[src/hdl/gtda_pkg.sv]
`default_nettype none
package gtda_pkg;

    // field widths
    localparam int unsigned LAT_W      = 31;
    localparam int unsigned LON_W      = 32;
    localparam int unsigned SEC_W      = 17;
    localparam int unsigned STEP_W     = 21;
    localparam int unsigned SPEED_W    = 17;
    localparam int unsigned TOTAL_W    = 48;
    localparam int unsigned AVG_W      = 32;
    localparam int unsigned GATE_W     = 21;
    localparam int unsigned FLOOR_W    = 20;
    localparam int unsigned CFG_IDX_W  = 2;
    localparam int unsigned CFG_DATA_W = 21;

    // datapath widths
    localparam int unsigned ANG_W      = 34;
    localparam int unsigned ACC_W      = 36;
    localparam int unsigned CRD_W      = 40;
    localparam int unsigned CRD_ITERS  = 30;
    localparam int unsigned CRD_CNT_W  = 5;
    localparam int unsigned MUL_W      = 32;
    localparam int unsigned PROD_W     = 64;
    localparam int unsigned SQ_W       = 62;
    localparam int unsigned ROOT_W     = 31;
    localparam int unsigned DIV_NUM_W  = 54;
    localparam int unsigned DIV_DEN_W  = 27;
    localparam int unsigned DIV_CNT_W  = 6;

    typedef logic signed [ANG_W-1:0]  t_ang;
    typedef logic signed [ACC_W-1:0]  t_acc;
    typedef logic signed [CRD_W-1:0]  t_crd;
    typedef logic [CRD_CNT_W-1:0]     t_crd_cnt;
    typedef logic [MUL_W-1:0]         t_mul;
    typedef logic [PROD_W-1:0]        t_prod;
    typedef logic [SQ_W-1:0]          t_sqv;
    typedef logic [ROOT_W-1:0]        t_root;
    typedef logic [DIV_NUM_W-1:0]     t_num;
    typedef logic [DIV_DEN_W-1:0]     t_den;
    typedef logic [DIV_CNT_W-1:0]     t_div_cnt;

    // register indexes
    localparam logic [CFG_IDX_W-1:0] REG_LOW_GATE  = 2'd0;
    localparam logic [CFG_IDX_W-1:0] REG_HIGH_GATE = 2'd1;
    localparam logic [CFG_IDX_W-1:0] REG_AVG_FLOOR = 2'd2;

    localparam logic [GATE_W-1:0]  LOW_GATE_RST  = 21'd1000;
    localparam logic [GATE_W-1:0]  HIGH_GATE_RST = 21'd2000000;
    localparam logic [FLOOR_W-1:0] AVG_FLOOR_RST = 20'd200;

    // constants; the pi, half pi, gain and one values are Q2.30
    localparam t_crd  PI_Q30      = 40'sd3373259426;
    localparam t_crd  HALF_PI_Q30 = 40'sd1686629713;
    localparam t_crd  CRD_GAIN    = 40'sd652032874;
    localparam t_acc  ONE_Q30     = 36'sd1073741824;
    localparam t_mul  ANGLE_K     = 32'd2012227627;
    localparam t_mul  EARTH2_CM   = 32'd1273400000;
    localparam t_ang  HALF_TURN   = 34'sd1800000000;
    localparam t_ang  FULL_TURN   = 34'sd3600000000;
    localparam logic [TOTAL_W-1:0] TOTAL_MAX = {TOTAL_W{1'b1}};
    localparam logic [AVG_W-1:0]   AVG_MAX   = {AVG_W{1'b1}};

    // reciprocal of 1000, exact for dividends below 2^27
    localparam t_mul        SPD_RECIP = 32'd137438954;
    localparam int unsigned SPD_SHIFT = 37;

    typedef enum logic [1:0] {
        CRD_ROTATE,
        CRD_VECTOR
    } t_crd_mode;

    typedef struct packed {
        logic      start;
        t_crd_mode mode;
    } t_crd_cmd;

    typedef enum logic [4:0] {
        S_IDLE,
        S_ANG_MUL,
        S_ANG_CRD,
        S_ANG_WAIT,
        S_HAV_MUL,
        S_HAV_ACC,
        S_SQY_GO,
        S_SQY_WAIT,
        S_SQX_GO,
        S_SQX_WAIT,
        S_VEC_GO,
        S_VEC_WAIT,
        S_DIST_MUL,
        S_DIST_RND,
        S_SPD_GO,
        S_SPD_WAIT,
        S_AVG_GO,
        S_AVG_WAIT,
        S_OUT
    } t_state;

    // arctangent of 2^-i in Q2.30
    function automatic logic [29:0] atan_q30(input t_crd_cnt i);
        logic [29:0] v;
        unique case (i)
            5'd0:  v = 30'd843314856;
            5'd1:  v = 30'd497837829;
            5'd2:  v = 30'd263043836;
            5'd3:  v = 30'd133525158;
            5'd4:  v = 30'd67021686;
            5'd5:  v = 30'd33543515;
            5'd6:  v = 30'd16775850;
            5'd7:  v = 30'd8388437;
            5'd8:  v = 30'd4194282;
            5'd9:  v = 30'd2097149;
            5'd10: v = 30'd1048576;
            5'd11: v = 30'd524288;
            5'd12: v = 30'd262144;
            5'd13: v = 30'd131072;
            5'd14: v = 30'd65536;
            5'd15: v = 30'd32768;
            5'd16: v = 30'd16384;
            5'd17: v = 30'd8192;
            5'd18: v = 30'd4096;
            5'd19: v = 30'd2048;
            5'd20: v = 30'd1024;
            5'd21: v = 30'd512;
            5'd22: v = 30'd256;
            5'd23: v = 30'd128;
            5'd24: v = 30'd64;
            5'd25: v = 30'd32;
            5'd26: v = 30'd16;
            5'd27: v = 30'd8;
            5'd28: v = 30'd4;
            5'd29: v = 30'd2;
            default: v = 30'd0;
        endcase
        return v;
    endfunction

endpackage
`default_nettype wire

[src/hdl/gtda_mul.sv]
`default_nettype none
module gtda_mul (
    input  wire logic           i_clk,
    input  wire gtda_pkg::t_mul i_a,
    input  wire gtda_pkg::t_mul i_b,
    output gtda_pkg::t_prod     o_p
);
    gtda_pkg::t_prod r_p;

    // one registered 32x32 product
    always_ff @(posedge i_clk) begin
        r_p <= gtda_pkg::t_prod'(i_a) * gtda_pkg::t_prod'(i_b);
    end

    assign o_p = r_p;
endmodule
`default_nettype wire

[config.mk]
export PLATFORM = sky130hd
export DESIGN_NAME = gtda_mul
export DESIGN_NICKNAME = d
export VERILOG_FILES = /design/src/hdl/gtda_pkg.sv /design/src/hdl/gtda_mul.sv
export SDC_FILE = /design/constraint.sdc
export NUM_CORES = 2
export LEC_CHECK = 0
export BUFFER_PORTS_ARGS = -buffer_cell sky130_fd_sc_hd__buf_4
export CORE_UTILIZATION = 55
export CTS_BUF_LIST = sky130_fd_sc_hd__clkbuf_8
export DETAILED_ROUTE_END_ITERATION = 12
export GPL_TIMING_DRIVEN = 0
export PLACE_DENSITY_LB_ADDON = 0.25
export SYNTH_ARGS = -nofsm -noshare
export SYNTH_HDL_FRONTEND = slang
export SYNTH_SLANG_ARGS = --single-unit
[constraint.sdc]
create_clock -name i_clk -period 8.7 [get_ports i_clk]
set_input_delay 0 -clock i_clk [delete_from_list [all_inputs] [get_ports i_clk]]
set_output_delay 0 -clock i_clk [all_outputs]
set_load 0.1 [all_outputs]
[After elaboration in Yosys (flattened, before gate mapping)]
Cells that the tools add are included.
W data, S select, Z words.
Storage, ports and cells
  input bits: 65
  word-level logic and storage cells: 2
  memories kept: 0
  ROM bits: 0
  register bits: 64
  RAM bits: 0
  bits in latches: 0
Operators by class
  mux-type cells: 0
  shift-type cells: 0
  reductions and logical operators: 0
  magnitude comparators: 0
  add/sub/neg operators: 0
  multipliers: 1
  equality and inequality tests: 0
  divide/modulo/power cells: 0
  bitwise operators: 0
Operators with widths (number)
  $mul A32 B32 Y64: 1

[Logic depth before layout (Yosys ltp)]
  word-level depth: 1
  depth in mapped cells: 29
  mapped depth without buffers: 27

[Worst setup path after synthesis]
No wires, ideal clock.
  kind: input-to-reg
  start: input port i_a[25]
  end: register r_p[62], in the netlist o_p[62]
  setup time: 0.072 ns
  data arrival time: 6.681 ns
  path buffers: 2
  slack: 1.947 ns
  stages on the path: 25
  path through: clkbuf_1 -> nand2_1 -> fa_1 -> inv_1 -> fa_1 -> inv_1 -> fa_1 -> inv_1 -> fa_1 -> fa_1 -> fa_1 -> fa_1 -> inv_1 -> fa_1 -> inv_1 -> ha_1 -> buf_2 -> nand4_1 -> or4_1 -> or3_1 -> a31oi_1 -> a31o_2 -> a211oi_1 -> o21ai_1 -> xor2_1
On the way
  word-level cells in the longest chain between the ends: 1
Ends and longest elaborated chain
  from (decl): line gtda_mul.sv:4  | input wire gtda_pkg::t_mul i_a,
  $mul A32 B32 Y64: line gtda_mul.sv:12  | r_p <= gtda_pkg::t_prod'(i_a) * gtda_pkg::t_prod'(i_b);
  to (signal assigned): line gtda_mul.sv:12
  to (decl): line gtda_mul.sv:8  | gtda_pkg::t_prod r_p;
Every way passes these cells.

[Worst setup path after layout]
  start: input port i_a[19]
  end: register r_p[62], in the netlist o_p[62]
The elaborated chain is that of the path after synthesis.

==> run metrics <==
result of the run completed; average instance area after synthesis 9.252 µm²; number of max-slew violations in the final report 0; Worst path most repeated cell fa_1; count of flip-flops with a built-in enable after synthesis 0; number of nets with antenna violations after routing 0; max reg flops 64; Filler Cells Inserted 5534; count of standard-cell rows 91; HPWL after detailed placement 101900 µm; Ys Warns 0; synthesized instance count 3748; count of nets after finishing 5112; multi-input combinational cell area 29310 µm²; pin count of the biggest net entering global routing 13; setup violators final 0; maximum clock frequency 122.7 MHz; synth-to-layout area growth 6.545%; hold violation count in the final report 0; count of unique library cells instantiated by Yosys 57; num ports 129; proportion of layout cells with a drive suffix above 1 4.290%; Chip Width 253.1 µm; Clock Path Buffers 2; remaining design rule violation count 0; Synth area leaders fa_1 (52%), and2_1 (11%), ha_1 (9.5%); Starting Density 55.88%; classification of the worst-slack hold path in -> reg; number of synthesized register bits 64; ratio of routed vias to standard cells 5.752; via count of the first global-routing pass 28490; total congestion overflow after global routing 0; Core Area 62050 µm²; Worst Tran Pin Value 1.163 ns; Relative slew margins 22.44%; number of iterations in the first detailed-routing pass 6; most used flip-flop cell after synthesis dfxtp_1; DRC marker count from the first detailed-route iteration 2459; netlist area before placement 34680 µm²; Sink Count 64; total via count in the routed design 27260; post-route minimum period 8.147 ns; crit path max fanout 10; final RePlAce weighted congestion 1.086; worst stage delay on the critical path 0.84 ns; total length of routed wires 121600 µm; quantity of I/O buffers inserted on ports 128; share of the synthesized area in the top cell type 51.73%; data required time of the worst path 8.99 ns; Yosys top cell by area fa_1; arrival time reported for the critical path endpoint 8.44 ns; crit end category flop; post-synthesis async set-or-reset flop share 0%; part of the Yosys area used for sequential elements 3.695%; clock tree from TritonCTS done; unrepaired setup endpoints after global routing false; cell at the slowest stage of the critical path clkbuf_1; maxcap violations 0; ratio of final minimum period to clock period 93.64%; type of origin of the critical path input pin; clock slew at reported path FFs 0.08 ns; first-pass GRT wire length 178500 µm; antenna violations before repair 14; Total Die Area 64050 µm²; critical path type in -> reg; GRT Total Usage 39.57%; Num CTS Buffers 9; area taken by flip-flops and latches 1281 µm²; vertical die dimension 253.1 µm; Syn Nets 4972; final total negative setup slack 0 ns; clock root cell clkbuf_8; maximum level of the CTS H-tree 3; routed wirelength normalized by instance count 25.66 µm; post-CTS repair timing setup buffer count 0
layer usage:
| layer | part of all wire (%) | wire length [µm] | track usage, % | vias up |
|---|---|---|---|---|
| li1 | - | - | - | 11140 |
| met1 | 34 | 40860 | 47.30 | 13810 |
| met2 | 44 | 53280 | 59.78 | 1765 |
| met3 | 12 | 14230 | 10.64 | 534 |
| met4 | 11 | 13170 | 33.18 | 10 |
| met5 | 0.059 | 72 | 0 | - |
critical path: cells and delay by family:
family,cells,cell delay [ns]
AND/OR/NAND/NOR,4,1.35
adder cells (fa/ha/maj),9,4.35
buffers and inverters,8,1.42
XOR/XNOR,1,0.20
AO/OA/AOI/OAI,4,1.09
cells in the mapped netlist (all sizes together), types with 25 or more instances:
master  count
and2      602
fa        896
o21ai      26
clkbuf    213
a21oi      66
dfxtp      64
a21o       40
inv       865
nand2     480
xnor2      35
ha        263
xor2       25
what timing repair did:
| item | 4_1_cts | 5_1_grt |
|---|---|---|
| resized for setup | 0 | 0 |
| hold endpoints to repair | 1 | 0 |
| hold buffers | 1 | 0 |
final timing paths:
path | startpoint | endpoint | slack [ns] | cells after the start
setup / recovery | i_a[19] | o_p[62] | 0.55 | 26
hold / removal | i_b[1] | o_p[1] | 0.12 | 3
final cells by class:
type	instances	share of cell area, %
Sequential cell	64	3.468
Clock buffer	10	0.3725
Multi-Input combinational cell	2599	79.35
Buffer	220	2.255
Tap cell	837	2.835
Clock inverter	6	0.2472
Antenna cell	9	0.06096
Inverter	865	8.788
Timing Repair Buffer	129	2.628
metrics by stage:
stage	hold slack, ns	setup slack (ns)	util (%)	instance area [µm²]	cells
finish	0.1154	0.5531	59.54	36950	4739
global route	0.09739	0.3491	59.51	36930	4731
CTS	0.08716	0.8014	59.50	36920	4730
detailed placement	0.2709	0.4051	59.12	36680	4713
global placement	0.2697	0.5065	59.12	36680	4713
floorplan	0.1273	1.947	-	34680	3748
cells by family (layout without fill, tap and decap cells):
| group | Yosys count | count (layout) | share of synthesized area [%] |
|---|---|---|---|
| AOI/OAI and AO/OA | 202 | 202 | 4.153 |
| xor gates and xnor gates | 60 | 60 | 1.515 |
| adders and majority gates | 1159 | 1159 | 61.22 |
| buffers and inverters | 1085 | 1230 | 11.77 |
| DFF | 64 | 64 | 3.695 |
| muxes | 1 | 1 | 0.02887 |
| other | 0 | 9 | 0 |
| and+or+nand+nor | 1177 | 1177 | 17.62 |
placed cells by master, fill, tap and decap left out, types with 4 or more instances in the layout:
master,count
ha_1,263
o21a_1,9
nand4_1,23
nand2_1,480
clkbuf_8,10
o21bai_1,10
a221o_1,4
nor2_1,20
fa_1,896
o21ai_1,5
o21ai_0,21
dfxtp_1,64
buf_2,6
clkbuf_1,213
a21o_1,40
and3_1,14
buf_4,128
xor2_1,25
nand3_1,10
a31oi_1,12
diode_2,9
and2_1,602
xnor2_1,35
inv_1,865
a21oi_1,63
nor3_1,7
Power is left out: the tool's default activity adds up to more than one toggle a clock period on the data nets, which glitch-free logic cannot reach.
