--- src/hdl/gtda_pkg.sv ---
`default_nettype none
package gtda_pkg;

    // field widths
    localparam int unsigned LAT_W      = 31;
    localparam int unsigned LON_W      = 32;
    localparam int unsigned SEC_W      = 17;
    localparam int unsigned STEP_W     = 21;
    localparam int unsigned SPEED_W    = 17;
    localparam int unsigned TOTAL_W    = 48;
    localparam int unsigned AVG_W      = 32;
    localparam int unsigned GATE_W     = 21;
    localparam int unsigned FLOOR_W    = 20;
    localparam int unsigned CFG_IDX_W  = 2;
    localparam int unsigned CFG_DATA_W = 21;

    // datapath widths
    localparam int unsigned ANG_W      = 34;
    localparam int unsigned ACC_W      = 36;
    localparam int unsigned CRD_W      = 40;
    localparam int unsigned CRD_ITERS  = 30;
    localparam int unsigned CRD_CNT_W  = 5;
    localparam int unsigned MUL_W      = 32;
    localparam int unsigned PROD_W     = 64;
    localparam int unsigned SQ_W       = 62;
    localparam int unsigned ROOT_W     = 31;
    localparam int unsigned DIV_NUM_W  = 54;
    localparam int unsigned DIV_DEN_W  = 27;
    localparam int unsigned DIV_CNT_W  = 6;

    typedef logic signed [ANG_W-1:0]  t_ang;
    typedef logic signed [ACC_W-1:0]  t_acc;
    typedef logic signed [CRD_W-1:0]  t_crd;
    typedef logic [CRD_CNT_W-1:0]     t_crd_cnt;
    typedef logic [MUL_W-1:0]         t_mul;
    typedef logic [PROD_W-1:0]        t_prod;
    typedef logic [SQ_W-1:0]          t_sqv;
    typedef logic [ROOT_W-1:0]        t_root;
    typedef logic [DIV_NUM_W-1:0]     t_num;
    typedef logic [DIV_DEN_W-1:0]     t_den;
    typedef logic [DIV_CNT_W-1:0]     t_div_cnt;

    // register indexes
    localparam logic [CFG_IDX_W-1:0] REG_LOW_GATE  = 2'd0;
    localparam logic [CFG_IDX_W-1:0] REG_HIGH_GATE = 2'd1;
    localparam logic [CFG_IDX_W-1:0] REG_AVG_FLOOR = 2'd2;

    localparam logic [GATE_W-1:0]  LOW_GATE_RST  = 21'd1000;
    localparam logic [GATE_W-1:0]  HIGH_GATE_RST = 21'd2000000;
    localparam logic [FLOOR_W-1:0] AVG_FLOOR_RST = 20'd200;

    // constants; the pi, half pi, gain and one values are Q2.30
    localparam t_crd  PI_Q30      = 40'sd3373259426;
    localparam t_crd  HALF_PI_Q30 = 40'sd1686629713;
    localparam t_crd  CRD_GAIN    = 40'sd652032874;
    localparam t_acc  ONE_Q30     = 36'sd1073741824;
    localparam t_mul  ANGLE_K     = 32'd2012227627;
    localparam t_mul  EARTH2_CM   = 32'd1273400000;
    localparam t_ang  HALF_TURN   = 34'sd1800000000;
    localparam t_ang  FULL_TURN   = 34'sd3600000000;
    localparam logic [TOTAL_W-1:0] TOTAL_MAX = {TOTAL_W{1'b1}};
    localparam logic [AVG_W-1:0]   AVG_MAX   = {AVG_W{1'b1}};

    // reciprocal of 1000, exact for dividends below 2^27
    localparam t_mul        SPD_RECIP = 32'd137438954;
    localparam int unsigned SPD_SHIFT = 37;

    typedef enum logic [1:0] {
        CRD_ROTATE,
        CRD_VECTOR
    } t_crd_mode;

    typedef struct packed {
        logic      start;
        t_crd_mode mode;
    } t_crd_cmd;

    typedef enum logic [4:0] {
        S_IDLE,
        S_ANG_MUL,
        S_ANG_CRD,
        S_ANG_WAIT,
        S_HAV_MUL,
        S_HAV_ACC,
        S_SQY_GO,
        S_SQY_WAIT,
        S_SQX_GO,
        S_SQX_WAIT,
        S_VEC_GO,
        S_VEC_WAIT,
        S_DIST_MUL,
        S_DIST_RND,
        S_SPD_GO,
        S_SPD_WAIT,
        S_AVG_GO,
        S_AVG_WAIT,
        S_OUT
    } t_state;

    // arctangent of 2^-i in Q2.30
    function automatic logic [29:0] atan_q30(input t_crd_cnt i);
        logic [29:0] v;
        unique case (i)
            5'd0:  v = 30'd843314856;
            5'd1:  v = 30'd497837829;
            5'd2:  v = 30'd263043836;
            5'd3:  v = 30'd133525158;
            5'd4:  v = 30'd67021686;
            5'd5:  v = 30'd33543515;
            5'd6:  v = 30'd16775850;
            5'd7:  v = 30'd8388437;
            5'd8:  v = 30'd4194282;
            5'd9:  v = 30'd2097149;
            5'd10: v = 30'd1048576;
            5'd11: v = 30'd524288;
            5'd12: v = 30'd262144;
            5'd13: v = 30'd131072;
            5'd14: v = 30'd65536;
            5'd15: v = 30'd32768;
            5'd16: v = 30'd16384;
            5'd17: v = 30'd8192;
            5'd18: v = 30'd4096;
            5'd19: v = 30'd2048;
            5'd20: v = 30'd1024;
            5'd21: v = 30'd512;
            5'd22: v = 30'd256;
            5'd23: v = 30'd128;
            5'd24: v = 30'd64;
            5'd25: v = 30'd32;
            5'd26: v = 30'd16;
            5'd27: v = 30'd8;
            5'd28: v = 30'd4;
            5'd29: v = 30'd2;
            default: v = 30'd0;
        endcase
        return v;
    endfunction

endpackage
`default_nettype wire

--- src/hdl/gtda_div.sv ---
`default_nettype none
module gtda_div (
    input  wire logic           i_clk,
    input  wire logic           i_rst_n,
    input  wire logic           i_start,
    input  wire gtda_pkg::t_num i_num,
    input  wire gtda_pkg::t_den i_den,
    output gtda_pkg::t_num      o_quo,
    output logic                o_done
);
    localparam gtda_pkg::t_div_cnt LAST = gtda_pkg::t_div_cnt'(gtda_pkg::DIV_NUM_W - 1);

    logic                         r_busy;
    logic                         r_done;
    gtda_pkg::t_div_cnt           r_cnt;
    gtda_pkg::t_num               r_q;
    gtda_pkg::t_den               r_rem;
    gtda_pkg::t_den               r_den;
    logic [gtda_pkg::DIV_DEN_W:0] w_t;
    logic                         w_ge;

    // restoring division, one quotient bit a cycle
    always_comb begin
        w_t  = {r_rem, r_q[gtda_pkg::DIV_NUM_W-1]};
        w_ge = (w_t >= {1'b0, r_den});
    end

    always_ff @(posedge i_clk) begin
        if (!i_rst_n) begin
            r_busy <= 1'b0;
            r_done <= 1'b0;
        end else begin
            r_done <= 1'b0;
            if (i_start) begin
                r_busy <= 1'b1;
                r_cnt  <= '0;
                r_q    <= i_num;
                r_rem  <= '0;
                r_den  <= i_den;
            end else if (r_busy) begin
                r_rem <= w_ge ? gtda_pkg::t_den'(w_t - {1'b0, r_den})
                              : w_t[gtda_pkg::DIV_DEN_W-1:0];
                r_q   <= {r_q[gtda_pkg::DIV_NUM_W-2:0], w_ge};
                r_cnt <= r_cnt + 1'b1;
                if (r_cnt == LAST) begin
                    r_busy <= 1'b0;
                    r_done <= 1'b1;
                end
            end
        end
    end

    assign o_quo  = r_q;
    assign o_done = r_done;
endmodule
`default_nettype wire

--- config.mk ---
export PLATFORM = sky130hd
export DESIGN_NAME = gtda_div
export DESIGN_NICKNAME = d
export VERILOG_FILES = /design/src/hdl/gtda_pkg.sv /design/src/hdl/gtda_div.sv
export SDC_FILE = /design/constraint.sdc
export NUM_CORES = 1
export LEC_CHECK = 0
export ABC_CLOCK_PERIOD_IN_PS = 5300
export BUFFER_PORTS_ARGS = -buffer_cell sky130_fd_sc_hd__buf_2
export CORE_MARGIN = 1
export CORE_UTILIZATION = 30
export CTS_CLUSTER_SIZE = 10
export DETAILED_ROUTE_END_ITERATION = 10
export SYNTH_ARGS = -nofsm -noshare
export SYNTH_HDL_FRONTEND = slang
export SYNTH_SLANG_ARGS = --single-unit
--- constraint.sdc ---
create_clock -name i_clk -period 5.3 [get_ports i_clk]
set_input_delay 0.53 -clock i_clk [delete_from_list [all_inputs] [get_ports i_clk]]
set_output_delay 0.53 -clock i_clk [all_outputs]
set_load 0.02 [all_outputs]
# Word level (Yosys, flattened, before mapping)

Cells that the tools add are included.

Flip-flop bits (word level): 116
Bits in latches: 0
Memory bits (writable): 0
Bits in read-only memories: 0
Input port bits: 84
Output and inout bits: 55
Word-level logic and storage cells: 25
Memories: 0

Add/subtract/negate cells: 2
Multiply operators: 0
Div/mod/pow operators: 0
$lt $le $gt $ge: 1
Equal/unequal tests: 1
Shifts and indexed selects: 0
Mux-type cells: 9
Bitwise gates (word level): 2
Reductions and logical operators: 4

Operators by type and width:

| cell                | count |
|---|---|
| $mux 54             | 2 |
| $mux 27             | 2 |
| $ge 28x27->1        | 1 |
| $sub 27x27->27      | 1 |
| $add 6x1->6 const B | 1 |
| $eq 6x6->1 const B  | 1 |
| $mux 6              | 1 |
| $mux 1              | 4 |
| $reduce_and 2->1    | 2 |
| $reduce_or 3->1     | 1 |
| $not 1->1           | 2 |
| $reduce_bool 2->1   | 1 |

# Longest topological paths before layout

Depth after elaboration: 4
Depth in mapped cells: 13
Depth with buffers taken out: 11

# Worst setup path before layout

OpenSTA, ideal clock, no wires.

Path type: input -> register
From: input port i_start
To: register r_q[0], in the netlist o_quo[0], enable pin
Library setup time: 0.453 ns
Arrival time: 2.898 ns
Data required time: 4.847 ns
Slack: 1.949 ns
Cell stages on the path: 2
Path buffers: 1
Cells stage by stage: buf_1 > o21a_1

Cells in the longest elaborated chain, start to end: 2

Ends and longest elaborated chain:

| element                     | line           | RTL |
|---|---|---|
| from (decl)                 | gtda_div.sv:5  | `input wire logic i_start,` |
| $reduce_bool 2->1 (no line) | n/a            |  |
| $reduce_and 2->1 (no line)  | n/a            |  |
| to (signal assigned)        | gtda_div.sv:37 | `r_q <= i_num;` |
| to (signal assigned)        | gtda_div.sv:43 | `r_q <= {r_q[gtda_pkg::DIV_NUM_W-2:0], w_ge};` |
| to (decl)                   | gtda_div.sv:16 | `gtda_pkg::t_num r_q;` |

Every way passes these cells.
A chain may end at the register's enable or synchronous reset.

# Worst setup path in the final report

From: register r_q[53], in the netlist o_quo[53]
To: register r_rem[23] (data pin)

Cells in the longest elaborated chain, start to end: 3

Ends and longest elaborated chain:

| element                                        | line                           | RTL |
|---|---|---|
| $sub 27x27->27 or $ge 28x27->1 (tied branches) | gtda_div.sv:41, gtda_div.sv:25 |  |
| $mux 27 *                                      | gtda_div.sv:41                 | `r_rem <= w_ge ? gtda_pkg::t_den'(w_t - {1'b0, r_den})` |
| $mux 27 *                                      | gtda_div.sv:40                 | `end else if (r_busy) begin` |
| to (signal assigned)                           | gtda_div.sv:41                 |  |
| to (decl)                                      | gtda_div.sv:17                 | `gtda_pkg::t_den r_rem;` |

Mark *: on every way between the ends. The rest lies on a longest branch, timed or not. The select of a mux whose other input is x is not followed.

==> results.json <==
{
  "cts_num_sinks": 116,
  "ff2ff_path_depth": 11,
  "finish.cell_count_without_fillers": 922,
  "boundaryPins": 139,
  "fp.coreArea_um2": 19700,
  "floorplan.die.height_um": 144,
  "flow.area_growth_from_synthesis_pct": 25.7,
  "max_cap_violations": 0,
  "globalplace.congestion": 0.828,
  "cts_max_level": 4,
  "postCtsSetupBuffers": 0,
  "worstSetupStartpointType": "flip-flop",
  "drt-pass1-iter-count": 4,
  "power_switching_share_pct": 27.3,
  "timing.final.max_slew_violations": 0,
  "grt.total_usage_pct": 14.6,
  "drt-vias-per-instance": 4.75,
  "synthArstFlopShare_pct": 0,
  "critical_path_depth": 11,
  "slowest_delay_ns": 0.56,
  "synth.yosys.warnings": 0,
  "route.detailed.wl_per_inst_um": 15.5,
  "setup_repair_after_global_routing_missed_its_margin": "false",
  "data_arrival_at_the_endpoint_of_the_critical_path_ns": 3.46,
  "nNetsFinal": 758,
  "worstHoldPathCells": 1,
  "cp_max_fo": 28,
  "setup_tns_ns": 0,
  "synth.ff_latch_count": 116,
  "post-place-ws_ns": 1.98,
  "power_per_cell_area_nw_per_um2": 361,
  "clk_pin_slew_worst_paths_ns": 0.06,
  "critical_path_class": "flip-flop to flip-flop",
  "postRouteAntennaNets": 0,
  "endpoint_kind": "flip-flop",
  "critical_path.cell_chain": "inv_1 > ha_1 > fa_1 > nor2b_1 > o31ai_1 > a21oi_2 > o21ai_2 > a2111oi_4 > or2_2 > nor2_1 > a22o_1",
  "ir_drop_mv": 0.265,
  "via_count_of_the_first_global_routing_pass": 4559,
  "syn-mean-instance-area_um2": 12.2,
  "synthCells": 498,
  "layout.core_utilization_pct": 38.9,
  "initial_utilization_pct": 30.9,
  "worst_pin_slew_ns": 0.771,
  "final.setup_skew_ns": 0.0162,
  "pwr-share-seq_pct": 41.2,
  "period_needed_ns": 3.31,
  "dpl.hpwl_mm": 10.0,
  "share_comb_of_total_power_pct": 19.0,
  "cts.hold.buffers_added": 0,
  "maxSlewHeadroom_pct": 48.6,
  "overflow": 0,
  "chipWidth_um": 144,
  "clkLatencyLatePin_ns": 0.41,
  "numCtsBuffers": 17,
  "clk_path_buf_depth": 2,
  "drcViolationCount": 0,
  "design.die.area_um2": 20800,
  "layout-drive-gt1-share_pct": 35.2,
  "power_leakage_uw": 0.00313,
  "number_of_antenna_violations_at_the_first_check_in_global_routing": 1,
  "cpLargestDelayFamily": "compound AO/OA/AOI/OAI gates",
  "largest_net_degree_at_the_start_of_global_routing": 64,
  "share_clk_of_total_power_pct": 39.7,
  "cell_count_post_placement": 890,
  "status": "complete, no violations",
  "finalHoldViolCount": 0,
  "timing.critical_path.slowest_stage_cell": "sky130_fd_sc_hd__or2_2",
  "syn-cell-area_um2": 6080,
  "synth_top_flop_cell": "sky130_fd_sc_hd__edfxtp_1",
  "yosys.area.top_type": "sky130_fd_sc_hd__edfxtp_1",
  "net_count_synth": 612,
  "dr.first_iter.drc_count": 171,
  "vias": 4381,
  "tritoncts": "yes",
  "ys_types": 52,
  "grt_first_pass_wirelength_mm": 22.9,
  "finalSetupViolCount": 0,
  "yosys.cell_count.top_type": "sky130_fd_sc_hd__edfxtp_1",
  "seq_area_frac_synth_pct": 56.9,
  "n_diodes": 0,
  "worst_slack_ns": 1.99,
  "rows": 51,
  "synth_edf_count": 114,
  "power.net_switching_uw": 755,
  "cts_root_buffer": "sky130_fd_sc_hd__clkbuf_16",
  "layout_worst_path_cycle_share_pct": 62.4,
  "synthDominantCellAreaShare_pct": 56.3,
  "post_synth_main_area_contributors": "sky130_fd_sc_hd__edfxtp_1 56%, sky130_fd_sc_hd__mux2_2 9.8%, sky130_fd_sc_hd__ha_1 6.0%, sky130_fd_sc_hd__a21oi_1 3.4%, sky130_fd_sc_hd__nand2_1 3.1%",
  "cp.required_ns": 5.45,
  "synth.cells.most_frequent": "114 x sky130_fd_sc_hd__edfxtp_1, 53 x sky130_fd_sc_hd__mux2_2, 50 x sky130_fd_sc_hd__nand2_1",
  "p_int_uw": 2010,
  "holdCritPathClass": "primary input to flip-flop",
  "postRouteWirelength_mm": 14.2,
  "post_cts_resize_count": 0,
  "fmax_mhz": 302,
  "place.port_buffers": 138,
  "path_buf_inv": 1
}
-- area by class of cell --
| cell class | count | area [um2] |
|---|---|---|
| clock buffers | 18 | 429 |
| multi-input cells | 332 | 2430 |
| flip-flops and latches | 116 | 3460 |
| clock inverters | 14 | 139 |
| repair buffers | 142 | 723 |
| fillers | 1976 | 12000 |
| inverters | 35 | 131 |
| well taps | 265 | 332 |
-- cell usage in the layout, fill, tap and decap left out, types with 4 or more instances in the layout --
cell type and count:
sky130_fd_sc_hd__xnor2_1 12, sky130_fd_sc_hd__a31oi_1 4, sky130_fd_sc_hd__and3_1 4, sky130_fd_sc_hd__o21ai_0 16, sky130_fd_sc_hd__buf_4 5, sky130_fd_sc_hd__xor2_1 8
sky130_fd_sc_hd__a21o_1 13, sky130_fd_sc_hd__nand2_1 50, sky130_fd_sc_hd__a211oi_1 8, sky130_fd_sc_hd__edfxtp_1 114, sky130_fd_sc_hd__a21oi_1 41, sky130_fd_sc_hd__clkinv_2 4
sky130_fd_sc_hd__inv_1 35, sky130_fd_sc_hd__ha_1 29, sky130_fd_sc_hd__or3_1 4, sky130_fd_sc_hd__mux2_2 53, sky130_fd_sc_hd__buf_2 137, sky130_fd_sc_hd__nand3_1 15
sky130_fd_sc_hd__clkbuf_16 17, sky130_fd_sc_hd__nor2_1 24, sky130_fd_sc_hd__clkinvlp_4 5
-- sequential cells by signal (all words and copies together) (netlist names) --
name    cells
o_done      1
o_quo      54
r_busy      1
r_cnt       6
r_den      27
r_rem      27
-- metrics by stage --
stage | power, uW | hold WS [ns] | instance area [um2]
2_1_floorplan | 1540 | 0.416 | 6080
3_3_place_gp | 1680 | 0.443 | 7080
3_5_place_dp | 1680 | 0.440 | 7080
4_1_cts | 2800 | 0.273 | 7650
5_1_grt | 2900 | 0.273 | 7650
6_report | 2760 | 0.297 | 7650
-- power groups by stage --
| stage | logic, uW | registers [uW] | clock network, uW |
|---|---|---|---|
| 2_1_floorplan | 352 | 1180 | 0 |
| 3_3_place_gp | 525 | 1160 | 0 |
| 3_5_place_dp | 526 | 1160 | 0 |
| 4_1_cts | 529 | 1140 | 1140 |
| 5_1_grt | 585 | 1150 | 1170 |
| 6_report | 526 | 1140 | 1100 |
-- final timing paths --
| kind | start | slack (ns) | to |
|---|---|---|---|
| worst min register to register | r_busy$_SDFF_PN0_ | 0.45 | o_done$_SDFF_PP0_ |
| worst max-delay path | o_quo[53]$_DFFE_PP_ | 1.99 | r_rem[23]$_SDFFCE_PP0P_ |
| worst min-delay path | i_den[21] | 0.30 | r_den[21]$_DFFE_PP_ |
| worst max register to register | o_quo[53]$_DFFE_PP_ | 1.99 | r_rem[23]$_SDFFCE_PP0P_ |
-- cell families (layout without fill, tap and decap cells) --
group,count (synthesis),after routing,synth area share [%]
buffers and inverters,50,209,3.23
AND/OR/NAND/NOR,123,123,9.61
multiplexers,53,53,9.81
AO/OA/AOI/OAI,106,106,11.2
adder cells (fa/ha/maj),30,30,6.30
flip-flops,116,116,56.9
XOR/XNOR,20,20,2.88
-- per-layer routing --
layer / share of wire [%] / vias up / track usage (%)
met5: 0.070 / - / 0
met4: 0.55 / 2 / 4.88
met3: 8.7 / 10 / 5.99
met2: 45 / 172 / 22.7
met1: 45 / 2049 / 18.3
li1: - / 2148 / -
Note: power is estimated with default switching activity, not from simulation.
