==> src/hdl/gtda_pkg.sv <==
`default_nettype none
package gtda_pkg;

    // field widths
    localparam int unsigned LAT_W      = 31;
    localparam int unsigned LON_W      = 32;
    localparam int unsigned SEC_W      = 17;
    localparam int unsigned STEP_W     = 21;
    localparam int unsigned SPEED_W    = 17;
    localparam int unsigned TOTAL_W    = 48;
    localparam int unsigned AVG_W      = 32;
    localparam int unsigned GATE_W     = 21;
    localparam int unsigned FLOOR_W    = 20;
    localparam int unsigned CFG_IDX_W  = 2;
    localparam int unsigned CFG_DATA_W = 21;

    // datapath widths
    localparam int unsigned ANG_W      = 34;
    localparam int unsigned ACC_W      = 36;
    localparam int unsigned CRD_W      = 40;
    localparam int unsigned CRD_ITERS  = 30;
    localparam int unsigned CRD_CNT_W  = 5;
    localparam int unsigned MUL_W      = 32;
    localparam int unsigned PROD_W     = 64;
    localparam int unsigned SQ_W       = 62;
    localparam int unsigned ROOT_W     = 31;
    localparam int unsigned DIV_NUM_W  = 54;
    localparam int unsigned DIV_DEN_W  = 27;
    localparam int unsigned DIV_CNT_W  = 6;

    typedef logic signed [ANG_W-1:0]  t_ang;
    typedef logic signed [ACC_W-1:0]  t_acc;
    typedef logic signed [CRD_W-1:0]  t_crd;
    typedef logic [CRD_CNT_W-1:0]     t_crd_cnt;
    typedef logic [MUL_W-1:0]         t_mul;
    typedef logic [PROD_W-1:0]        t_prod;
    typedef logic [SQ_W-1:0]          t_sqv;
    typedef logic [ROOT_W-1:0]        t_root;
    typedef logic [DIV_NUM_W-1:0]     t_num;
    typedef logic [DIV_DEN_W-1:0]     t_den;
    typedef logic [DIV_CNT_W-1:0]     t_div_cnt;

    // register indexes
    localparam logic [CFG_IDX_W-1:0] REG_LOW_GATE  = 2'd0;
    localparam logic [CFG_IDX_W-1:0] REG_HIGH_GATE = 2'd1;
    localparam logic [CFG_IDX_W-1:0] REG_AVG_FLOOR = 2'd2;

    localparam logic [GATE_W-1:0]  LOW_GATE_RST  = 21'd1000;
    localparam logic [GATE_W-1:0]  HIGH_GATE_RST = 21'd2000000;
    localparam logic [FLOOR_W-1:0] AVG_FLOOR_RST = 20'd200;

    // constants; the pi, half pi, gain and one values are Q2.30
    localparam t_crd  PI_Q30      = 40'sd3373259426;
    localparam t_crd  HALF_PI_Q30 = 40'sd1686629713;
    localparam t_crd  CRD_GAIN    = 40'sd652032874;
    localparam t_acc  ONE_Q30     = 36'sd1073741824;
    localparam t_mul  ANGLE_K     = 32'd2012227627;
    localparam t_mul  EARTH2_CM   = 32'd1273400000;
    localparam t_ang  HALF_TURN   = 34'sd1800000000;
    localparam t_ang  FULL_TURN   = 34'sd3600000000;
    localparam logic [TOTAL_W-1:0] TOTAL_MAX = {TOTAL_W{1'b1}};
    localparam logic [AVG_W-1:0]   AVG_MAX   = {AVG_W{1'b1}};

    // reciprocal of 1000, exact for dividends below 2^27
    localparam t_mul        SPD_RECIP = 32'd137438954;
    localparam int unsigned SPD_SHIFT = 37;

    typedef enum logic [1:0] {
        CRD_ROTATE,
        CRD_VECTOR
    } t_crd_mode;

    typedef struct packed {
        logic      start;
        t_crd_mode mode;
    } t_crd_cmd;

    typedef enum logic [4:0] {
        S_IDLE,
        S_ANG_MUL,
        S_ANG_CRD,
        S_ANG_WAIT,
        S_HAV_MUL,
        S_HAV_ACC,
        S_SQY_GO,
        S_SQY_WAIT,
        S_SQX_GO,
        S_SQX_WAIT,
        S_VEC_GO,
        S_VEC_WAIT,
        S_DIST_MUL,
        S_DIST_RND,
        S_SPD_GO,
        S_SPD_WAIT,
        S_AVG_GO,
        S_AVG_WAIT,
        S_OUT
    } t_state;

    // arctangent of 2^-i in Q2.30
    function automatic logic [29:0] atan_q30(input t_crd_cnt i);
        logic [29:0] v;
        unique case (i)
            5'd0:  v = 30'd843314856;
            5'd1:  v = 30'd497837829;
            5'd2:  v = 30'd263043836;
            5'd3:  v = 30'd133525158;
            5'd4:  v = 30'd67021686;
            5'd5:  v = 30'd33543515;
            5'd6:  v = 30'd16775850;
            5'd7:  v = 30'd8388437;
            5'd8:  v = 30'd4194282;
            5'd9:  v = 30'd2097149;
            5'd10: v = 30'd1048576;
            5'd11: v = 30'd524288;
            5'd12: v = 30'd262144;
            5'd13: v = 30'd131072;
            5'd14: v = 30'd65536;
            5'd15: v = 30'd32768;
            5'd16: v = 30'd16384;
            5'd17: v = 30'd8192;
            5'd18: v = 30'd4096;
            5'd19: v = 30'd2048;
            5'd20: v = 30'd1024;
            5'd21: v = 30'd512;
            5'd22: v = 30'd256;
            5'd23: v = 30'd128;
            5'd24: v = 30'd64;
            5'd25: v = 30'd32;
            5'd26: v = 30'd16;
            5'd27: v = 30'd8;
            5'd28: v = 30'd4;
            5'd29: v = 30'd2;
            default: v = 30'd0;
        endcase
        return v;
    endfunction

endpackage
`default_nettype wire

==> src/hdl/gtda_cordic.sv <==
`default_nettype none
module gtda_cordic (
    input  wire logic               i_clk,
    input  wire logic               i_rst_n,
    input  wire gtda_pkg::t_crd_cmd i_cmd,
    input  wire gtda_pkg::t_crd     i_x,
    input  wire gtda_pkg::t_crd     i_y,
    input  wire gtda_pkg::t_crd     i_z,
    output gtda_pkg::t_crd          o_x,
    output gtda_pkg::t_crd          o_y,
    output gtda_pkg::t_crd          o_z,
    output logic                    o_done
);
    localparam gtda_pkg::t_crd_cnt LAST = gtda_pkg::t_crd_cnt'(gtda_pkg::CRD_ITERS - 1);

    logic               r_busy;
    logic               r_done;
    logic               r_neg;
    logic               r_vec;
    gtda_pkg::t_crd_cnt r_i;
    gtda_pkg::t_crd     r_x;
    gtda_pkg::t_crd     r_y;
    gtda_pkg::t_crd     r_z;

    gtda_pkg::t_crd     w_dx;
    gtda_pkg::t_crd     w_dy;
    gtda_pkg::t_crd     w_at;
    logic               w_pos;

    always_comb begin
        w_dx  = r_y >>> r_i;
        w_dy  = r_x >>> r_i;
        w_at  = gtda_pkg::t_crd'(gtda_pkg::atan_q30(r_i));
        // rotate toward z = 0, or vector toward y = 0
        w_pos = r_vec ? !(r_y > 0) : (r_z >= 0);
    end

    always_ff @(posedge i_clk) begin
        if (!i_rst_n) begin
            r_busy <= 1'b0;
            r_done <= 1'b0;
        end else begin
            r_done <= 1'b0;
            if (i_cmd.start) begin
                r_busy <= 1'b1;
                r_i    <= '0;
                r_vec  <= (i_cmd.mode == gtda_pkg::CRD_VECTOR);
                r_x    <= i_x;
                r_y    <= i_y;
                // fold angles beyond a quarter turn
                if (i_cmd.mode == gtda_pkg::CRD_ROTATE && i_z > gtda_pkg::HALF_PI_Q30) begin
                    r_z   <= i_z - gtda_pkg::PI_Q30;
                    r_neg <= 1'b1;
                end else if (i_cmd.mode == gtda_pkg::CRD_ROTATE &&
                             i_z < -gtda_pkg::HALF_PI_Q30) begin
                    r_z   <= i_z + gtda_pkg::PI_Q30;
                    r_neg <= 1'b1;
                end else begin
                    r_z   <= i_z;
                    r_neg <= 1'b0;
                end
            end else if (r_busy) begin
                if (w_pos) begin
                    r_x <= r_x - w_dx;
                    r_y <= r_y + w_dy;
                    r_z <= r_z - w_at;
                end else begin
                    r_x <= r_x + w_dx;
                    r_y <= r_y - w_dy;
                    r_z <= r_z + w_at;
                end
                r_i <= r_i + 1'b1;
                if (r_i == LAST) begin
                    r_busy <= 1'b0;
                    r_done <= 1'b1;
                end
            end
        end
    end

    assign o_x    = r_neg ? -r_x : r_x;
    assign o_y    = r_neg ? -r_y : r_y;
    assign o_z    = r_z;
    assign o_done = r_done;
endmodule
`default_nettype wire

==> config.mk <==
export PLATFORM = sky130hd
export DESIGN_NAME = gtda_cordic
export DESIGN_NICKNAME = d
export VERILOG_FILES = /design/src/hdl/gtda_pkg.sv /design/src/hdl/gtda_cordic.sv
export SDC_FILE = /design/constraint.sdc
export NUM_CORES = 1
export LEC_CHECK = 0
export BUFFER_PORTS_ARGS = -buffer_cell sky130_fd_sc_hd__buf_2
export CAP_MARGIN = 0
export CORE_MARGIN = 5
export CORE_UTILIZATION = 30
export DETAILED_ROUTE_END_ITERATION = 6
export PLACE_DENSITY = 0.58
export SKIP_LAST_GASP = 1
export SYNTH_ARGS = -nofsm -noshare
export SYNTH_HDL_FRONTEND = slang
export SYNTH_SLANG_ARGS = --single-unit
export TNS_END_PERCENT = 20
==> constraint.sdc <==
create_clock -name i_clk -period 7 [get_ports i_clk]
set_input_delay 0.35 -clock i_clk [delete_from_list [all_inputs] [get_ports i_clk]]
set_output_delay 0.35 -clock i_clk [all_outputs]
set_load 0.005 [all_outputs]
# [After elaboration in Yosys (flattened, before gate mapping)]
# Memories as Yosys holds them, arrays and structs flattened. A register that Yosys moved wholly into a read port is not among the register bits.
# Index checks and enable logic that the tools add are counted.
[word_totals] ramBits=0 latch_bits=0 out_inout_bits=121 register_bits=129 mem_count=1 input_bits=125 rom_bits=960
[memory_table] memory="(no name shown)" depth=32 word_bits=30 read_ports=1 rd_clocked_by_memory_dff=1 wr=0 line="gtda_pkg.sv:103" rtl="unique case (i)"
[classes] div_mod_pow=0 bitwise=2 shift=2 n_mul=0 order_cmp=4 reduce_logical=8 eq_ne=2 add_sub_neg=11 n_mux=22
[ops] cell="$mux W40" n=13
[ops] cell="$add A40 B40 Y40" n=2
[ops] cell="$neg A40 Y40" n=2
[ops] cell="$sshr A40 B5 Y40" n=2
[ops] cell="$sub A40 B40 Y40" n=2
[ops] cell="$add A40 B31 Y40" n=1
[ops] cell="$add A40 B33 Y40 const B" n=1
[ops] cell="$ge A40 B1 Y1 const B" n=1
[ops] cell="$gt A40 B1 Y1 const B" n=1
[ops] cell="$gt A40 B32 Y1 const B" n=1
[ops] cell="$lt A40 B32 Y1 const B" n=1
[ops] cell="$sub A40 B31 Y40" n=1
[ops] cell="$sub A40 B33 Y40 const B" n=1
[ops] cell="$mux W5" n=3
[ops] cell="$mux W1" n=6
[ops] cell="$add A5 B1 Y5 const B" n=1
[ops] cell="$eq A5 B5 Y1 const B" n=1
[ops] cell="$reduce_and A2 Y1" n=2
[ops] cell="$reduce_or A3 Y1" n=1
[ops] cell="$eq A2 B1 Y1 const B" n=1
[ops] cell="$logic_and A1 B1 Y1" n=2
[ops] cell="$logic_not A2 Y1" n=1
[ops] cell="$not A1 Y1" n=2
[ops] cell="$reduce_bool A2 Y1" n=1
[ops] cell="$logic_not A1 Y1" n=1

# [Longest topological paths before layout]
# Gate-level depths: netlist (run 1).
[logic_depth] ltp_word=6 depth_mapped=30 mapped_depth_nobuf=25

# [Worst setup path after synthesis (run 1)]
# No wires, ideal clock.
[synth_timing] path_type="register to register" startpoint="register r_y[14]" endpoint="register r_z[39], in the netlist o_z[39] (data pin)" arrival_ns=6.251 stages_incl_launch_ff=25 setup_ns=0.257 slack_ns=0.492 n_path_buf=4 t_required_ns=6.743 path_cell_list="edfxtp_1 > buf_2 > or4_4 > nand2b_4 > or4_4 > or4_1 > buf_2 > o31a_1 > mux2_4 > clkbuf_1 > clkbuf_1 > mux2i_1 > ha_1 > nor2b_1 > o21a_1 > o21ai_0 > a211oi_1 > o31ai_1 > nor3_1 > nor4b_1 > or3_1 > nand2_1 > a21o_1 > a2111o_1 > a32o_1"
[synth_between] elab_chain_cells=6
[synth_rtl] item="start, declared" line="gtda_cordic.sv:22" rtl="gtda_pkg::t_crd r_y;"
[synth_rtl] item="start signal, assigned" line="gtda_cordic.sv:49" rtl="r_y <= i_y;"
[synth_rtl] item="start signal, assigned" line="gtda_cordic.sv:65" rtl="r_y <= r_y + w_dy;"
[synth_rtl] item="start signal, assigned" line="gtda_cordic.sv:69" rtl="r_y <= r_y - w_dy;"
[synth_rtl] item="$gt A40 B1 Y1" line="gtda_cordic.sv:35" rtl="w_pos = r_vec ? !(r_y > 0) : (r_z >= 0);"
[synth_rtl] item="$logic_not A1 Y1" line="gtda_cordic.sv:35"
[synth_rtl] item="$mux W1" line="gtda_cordic.sv:35"
[synth_rtl] item="$mux W40" line="gtda_cordic.sv:63" rtl="if (w_pos) begin"
[synth_rtl] item="$mux W40" line="gtda_cordic.sv:62" rtl="end else if (r_busy) begin"
[synth_rtl] item="$mux W40" line="gtda_cordic.sv:44" rtl="if (i_cmd.start) begin"
[synth_rtl] item="end signal, assigned" line="gtda_cordic.sv:52" rtl="r_z <= i_z - gtda_pkg::PI_Q30;"
[synth_rtl] item="end signal, assigned" line="gtda_cordic.sv:66" rtl="r_z <= r_z - w_at;"
[synth_rtl] item="end signal, assigned" line="gtda_cordic.sv:70" rtl="r_z <= r_z + w_at;"
[synth_rtl] item="end, declared" line="gtda_cordic.sv:23" rtl="gtda_pkg::t_crd r_z;"
# Every way passes these cells. The select of a mux whose other input is x is not followed.
# A chain may end at the register's enable or synchronous reset.

# [Worst setup path in the final report (run 1)]
[layout_timing] startpoint="register r_y[4]" endpoint="register r_z[38], in the netlist o_z[38] (data pin)"
# The elaborated chain is that of the path after synthesis.

==> results.toml, run 1 <==
[run_status]
status = "complete, but fails checks"
violations = "design-rule violations"

[timing]
relSlewSlack_pct = 28.9
finalCritPeriodShare_pct = 97.4
fin_crit_ps = 6820
drv_slew = 0
skew_ps = 15.1
rsz0062_at_grt = "true"
finalSetupViolCount = 0
fmaxAchievable_mhz = 147
hold_viol = 0
worst_pin_slew_ps = 1070
finalSetupTns_ps = 0
hold_ws_ps = 106

[cells_and_area]
regArea_mm2 = 0.00445
multi_input_area_mm2 = 0.0189
mostFrequentLayoutCells = "339 x nand2_1, 257 x o21ai_0, 244 x buf_2"
nets = 3567
design_area_mm2 = 0.0286
layout_commonest_cell = "nand2_1"
fillers = 8621
drive_gt1_share_pct = 21.0
syn_to_final_growth_pct = 16.0

[worst_setup_path]
start_kind = "register"
rr_worst_depth = 20
rrSetupSlack_ps = 180
worst_ep_required_time_ps = 7230
arrival_ps = 7050
r2r-end = "o_z[38]"
cp_max_fo = 42
critPathKind = "register to register"
r2r_start = "r_y[4]"
cp-end-kind = "register"

[yosys]
yosys_warnings = 0
async_flop_share_pct = 0
synthCells = 3057
ys_ff_latch = 159
syn_avg_cell_area_um2 = 8.07
syn_nets = 3325
synth-edff-count = 127
synth_cell_type_count = 96
synth-seq-area-share_pct = 18.0
dominantRegCellSynth = "edfxtp_1"
syn_area_mm2 = 0.0247

[place]
gp_congestion = 1.06
placedInstanceArea_mm2 = 0.0280
portBuffers = 245
hpwl_mm = 79.6

[pwr]
power.leakage_uw = 0.0114
power_density_mw_per_mm2 = 387
ir_drop_v = 0.000217
fin_total_pwr_uw = 11100

[job]
cap_violations = 0

[floorplan]
rows = 105
initial_core_util_pct = 30.2
dieArea_mm2 = 0.0881
core_mm2 = 0.0818
io_pins = 246
die_h_um = 297
die_w_um = 297

[clock_tree]
cts_sinks = 159
cts_tree = "yes"
htree_levels = 4
ctsHoldBuffers = 0
clock_path_buffers = 2
clockRootBuffer = "clkbuf_16"
insertion_delay_ps = 520
numCtsBuffers = 17
clk_pin_slew_ps = 80

[min_path]
hold_class = "input pin to register"
holdCritStartpoint = "i_x[5]"
holdPathStages = 3
whs_endpoint = "r_x[5]"

[detailed_routing]
vias = 25600
drtIter0Drc = 2303
ant_nets = 0
viasPerCell = 5.84
wl_mm = 102
dr.pass1.iters = 7
wl_per_cell_um = 23.2
route.detailed.drc = 1

[grt]
grt_pass1_vias = 24600
grt_pass1_wl_mm = 152
grt.total_usage_pct = 22.0
antenna_found_initial = 5
grt_max_degree = 97
grt_overflow = 0
[cell families (layout without fill, tap and decap cells)]
group	Yosys count	count (layout)	synth area share, %
compound gates	970	970	25.3
xor+xnor	317	317	11.3
fa+ha+maj	143	143	7.34
buf+inv	308	563	5.35
flops	159	159	18.0
mux	248	248	15.1
other cells	0	3	0
simple gates	912	912	17.6
[cells in the mapped netlist (11+ instances only)]
cell type,count,area share [%]
nand2_1,339,5.2
o21ai_0,258,5.2
a21oi_1,220,4.5
xnor2_1,205,7.3
nor2_1,197,3.0
clkbuf_1,160,2.4
ha_1,140,7.1
edfxtp_1,127,15
xor2_1,111,3.9
mux2i_1,95,3.9
mux4_2,92,8.4
a21o_1,78,2.4
inv_1,65,0.99
nor3_1,63,1.3
mux2_2,59,2.7
o31ai_1,54,1.6
a31oi_1,45,1.1
nand2b_1,45,1.1
nand3_1,45,0.91
buf_2,37,0.75
nor2b_1,35,0.89
o22ai_1,35,0.89
dfxtp_1,32,2.6
o21a_1,30,0.91
a22oi_1,29,0.88
and3_1,29,0.74
or3_1,28,0.71
a211oi_1,25,0.76
and2_1,23,0.58
buf_1,23,0.35
o41ai_1,21,0.75
nor4_1,19,0.48
or4_1,18,0.55
a32oi_1,17,0.60
o211ai_1,16,0.49
or2_2,15,0.38
nand4_1,14,0.35
o21bai_1,13,0.40
o221ai_1,13,0.46
buf_6,11,0.50
[metal layers]
layer | up-vias | GRT usage (%) | share of wire [%]
met5 | - | 0 | 0
met4 | 0 | 8.05 | 3.9
met3 | 202 | 5.32 | 8.7
met2 | 1176 | 37.1 | 47
met1 | 12300 | 27.4 | 40
li1 | 11900 | - | -
[flip-flops by register name (all words and copies together) (netlist names), 5 cells and up]
name	flops
o_z	40
r_i	5
r_x	40
r_y	40
w_at	30
[power by group]
part,total [uW],internal [uW],switching [uW]
Sequential,1750,1400,349
Clock,1040,538,503
Combinational,8290,3660,4630
[cell type report]
| cell class | count | share of cell area [%] |
|---|---|---|
| multi-input combinational | 2590 | 66.2 |
| sequential | 159 | 15.6 |
| timing repair buffer | 464 | 10.6 |
| tap | 1070 | 4.68 |
| clock buffer | 18 | 1.50 |
| inverter | 67 | 0.896 |
| clock inverter | 14 | 0.603 |
| antenna | 3 | 0.0262 |
[worst max path at each step]
stage / from / end / slack, ps / cells past startpoint
final: r_y[4] / o_z[38] / 180 / 20
after global routing: r_i[0] / r_y[39] / -110 / 24
after CTS: r_y[4] / o_z[39] / 120 / 20
after detailed placement: r_y[15] / o_z[39] / -50 / 20
after global placement: r_y[15] / o_z[39] / 100 / 20
after floorplan: r_y[14] / o_z[39] / 490 / 24
[critical path, stage by stage (launching register included)]
cell      delay (ps)
edfxtp_1         390
or3_1            430
nand4b_1         330
or4_4            540
or4_1            470
o31a_1           360
mux2_4           490
mux2i_1          230
fa_1             480
a211oi_1         290
o21bai_1         190
o31ai_1          340
a31oi_1          210
nor2b_1          190
o21a_1           240
a311o_1          320
a31oi_1          330
o21ai_0          210
a31oi_1          240
xor2_1           160
o21ai_0           80
[repair_timing]
action / in CTS / in global routing
pin swaps: 0 / 1
endpoints found under the setup margin: 1 / 14
buffers inserted: 0 / 2
gates resized for setup: 1 / 3
[per-stage QoR]
| step | cells | worst slack [ps] | utilization, % |
|---|---|---|---|
| CTS | 4380 | 120 | 34.9 |
| finish | 4385 | 182 | 35.0 |
| detailed placement | 4348 | -55.0 | 34.2 |
| global placement | 4348 | 98.9 | 34.2 |
| global route | 4382 | -113 | 35.0 |
| floorplan | 3057 | 492 | - |
Note: power is estimated with default switching activity, not from simulation.
==> run 2: changes to the inputs <==
==> constraint.sdc (replaced) <==
create_clock -name i_clk -period 7 [get_ports i_clk]
set_input_delay 1.4 -clock i_clk [delete_from_list [all_inputs] [get_ports i_clk]]
set_output_delay 1.4 -clock i_clk [all_outputs]
set_load 0.005 [all_outputs]
==> run 2 against run 1 <==
  * The flow now finishes without violations
  * Sequential power hardly changed
  * Clock skew rose by 7.5 ps
  * Sequential share of layout area is 0.14 points lower
  * Flip-flop and latch count unchanged
==> results.toml, run 2 (synthesis results as in run 1) <==
[run_status]
status = "completed"

[worst_setup_path]
arrival_ps = 7000
worst_ep_required_time_ps = 7240
rrSetupSlack_ps = 240
cp_top_family = "compound AO/OA/AOI/OAI gates"
rr_worst_depth = 20
r2r-end = "o_z[38]"
cpMostUsedCell = "a31oi_1"
crit_buf_inv = 0
crit_path_cell_trace = "or4_4 > nand2b_4 > or4_4 > or4_1 > o31a_1 > mux2_4 > mux2i_1 > fa_1 > a211oi_1 > o21bai_1 > o31ai_1 > a31oi_1 > nor2b_1 > o21a_1 > a311o_1 > a31oi_1 > o21ai_0 > a31oi_1 > xor2_1 > o21ai_0"
r2r_start = "r_y[15]"
cp-end-kind = "register"
critPathKind = "register to register"
cp_max_fo = 41
critPathMaxStageDelay_ps = 580
critPathSlowestCell = "or4_4"
start_kind = "register"

[place]
placedInstanceArea_mm2 = 0.0283
hpwl_mm = 81.2
gp_congestion = 1.03
portBuffers = 245

[timing]
hold_ws_ps = 483
skew_ps = 22.7
drv_slew = 0
hold_viol = 0
worst_pin_slew_ps = 1220
finalSetupViolCount = 0
finalSetupTns_ps = 0
relSlewSlack_pct = 18.5
fmaxAchievable_mhz = 148
rsz0062_at_grt = "true"
fin_crit_ps = 6760
finalCritPeriodShare_pct = 96.6

[pwr]
power.clock.fraction_pct = 8.8
power.leakage_uw = 0.0116
switching_share_pct = 49.1
comb_power_share_pct = 75.5
power.switching_uw = 5470
intPower_uw = 5660
power_density_mw_per_mm2 = 385
pwr-share-seq_pct = 15.7
ir_drop_v = 0.000233

[grt]
use_met3_pct = 4.45
antenna_found_initial = 4
grt_pass1_wl_mm = 153
grt_overflow = 0
busiest_layer = "met2"
met2_usage_pct = 37.3
grt_pass1_vias = 24600
grt_util_met1_pct = 28.0
grt_max_degree = 98
grt.total_usage_pct = 22.2

[min_path]
holdCritStartpoint = "r_busy"
whs_endpoint = "o_done"
hold_class = "register to register"
holdPathStages = 2

[clock_tree]
ctsHoldBuffers = 0
numCtsBuffers = 17
cts_tree = "yes"
clockRootBuffer = "clkbuf_16"
cts_sinks = 159
htree_levels = 4
insertion_delay_ps = 530
clk_pin_slew_ps = 80
clock_path_buffers = 2

[floorplan]
core_mm2 = 0.0818
io_pins = 246
dieArea_mm2 = 0.0881
die_h_um = 297
die_w_um = 297
rows = 105
initial_core_util_pct = 30.2

[cells_and_area]
drive_gt1_share_pct = 22.1
layout_commonest_cell = "nand2_1"
design_area_mm2 = 0.0289
syn_to_final_growth_pct = 17.0
nets = 3612
mostFrequentLayoutCells = "339 x nand2_1, 257 x o21ai_0, 255 x buf_4"

[job]
cap_violations = 0

[detailed_routing]
drtIter0Drc = 2252
route.detailed.drc = 0
wl_mm = 102
viasPerCell = 5.78
vias = 25600
wl_per_cell_um = 23.1
ant_nets = 0
dr.pass1.iters = 6
run 2: changes by cell type in the layout (fill, tap and decap cells not counted), sizes merged:
| cell | before | now |
|---|---|---|
| inv | 73 | 75 |
| buf | 463 | 508 |
| clkbuf | 19 | 20 |
| clkinvlp | 2 | 0 |
| bufinv | 2 | 0 |
| clkinv | 4 | 5 |
run 2: area by class of cell:
cell class	instances	area [um^2]
diodes	3	7.51
clock buffers	19	454
clock inverters	13	118
fillers	8615	53000
inverters	67	256
multi-input cells	2590	18900
flip-flops and latches	159	4450
well taps	1070	1340
repair buffers	509	3310
run 2: how the worst max path moves through the flow:
stage | startpoint | end | slack (ps) | cells after the start
3_3_place_gp | r_y[15] | o_z[39] | 90 | 20
5_1_grt | r_y[15] | o_z[38] | -110 | 20
4_1_cts | r_i[0] | r_y[39] | 160 | 26
3_5_place_dp | r_y[15] | o_z[39] | 10 | 20
6_report | r_y[15] | o_z[38] | 240 | 20
2_1_floorplan | r_y[14] | o_z[39] | 490 | 24
run 2: repair_timing:
item,4_1_cts,5_1_grt
buffers inserted,0,3
pin swaps,0,2
setup endpoints to repair,1,10
resized for setup,1,8
cloned,0,0
run 2: power by group through the flow:
stage / logic, uW / registers (uW) / clock network, uW
finish: 8400 / 1740 / 978
floorplan: 5690 / 1580 / 0
CTS: 8320 / 1730 / 1000
global placement: 8250 / 1750 / 0
global route: 9190 / 1770 / 1030
detailed placement: 8260 / 1750 / 0
run 2: worst min-delay path, cell delays in order, from the launching register on:
cell and delay [ps]:
dfxtp_1 340, nand2_1 60, nor4_1 40
run 2: routing by layer:
metal,vias to the layer above,wire (um)
li1,12000,-
met1,12200,41000
met2,1186,48300
met3,212,8680
met4,0,4360
met5,-,0
run 2: metrics by stage:
step | total power (uW) | instances | worst slack (ps) | util (%)
finish | 11100 | 4430 | 236 | 35.3
global route | 12000 | 4427 | -111 | 35.3
CTS | 11100 | 4424 | 157 | 35.2
detailed placement | 10000 | 4392 | 10.5 | 34.5
global placement | 10000 | 4392 | 94.7 | 34.5
floorplan | 7270 | 3057 | 492 | -
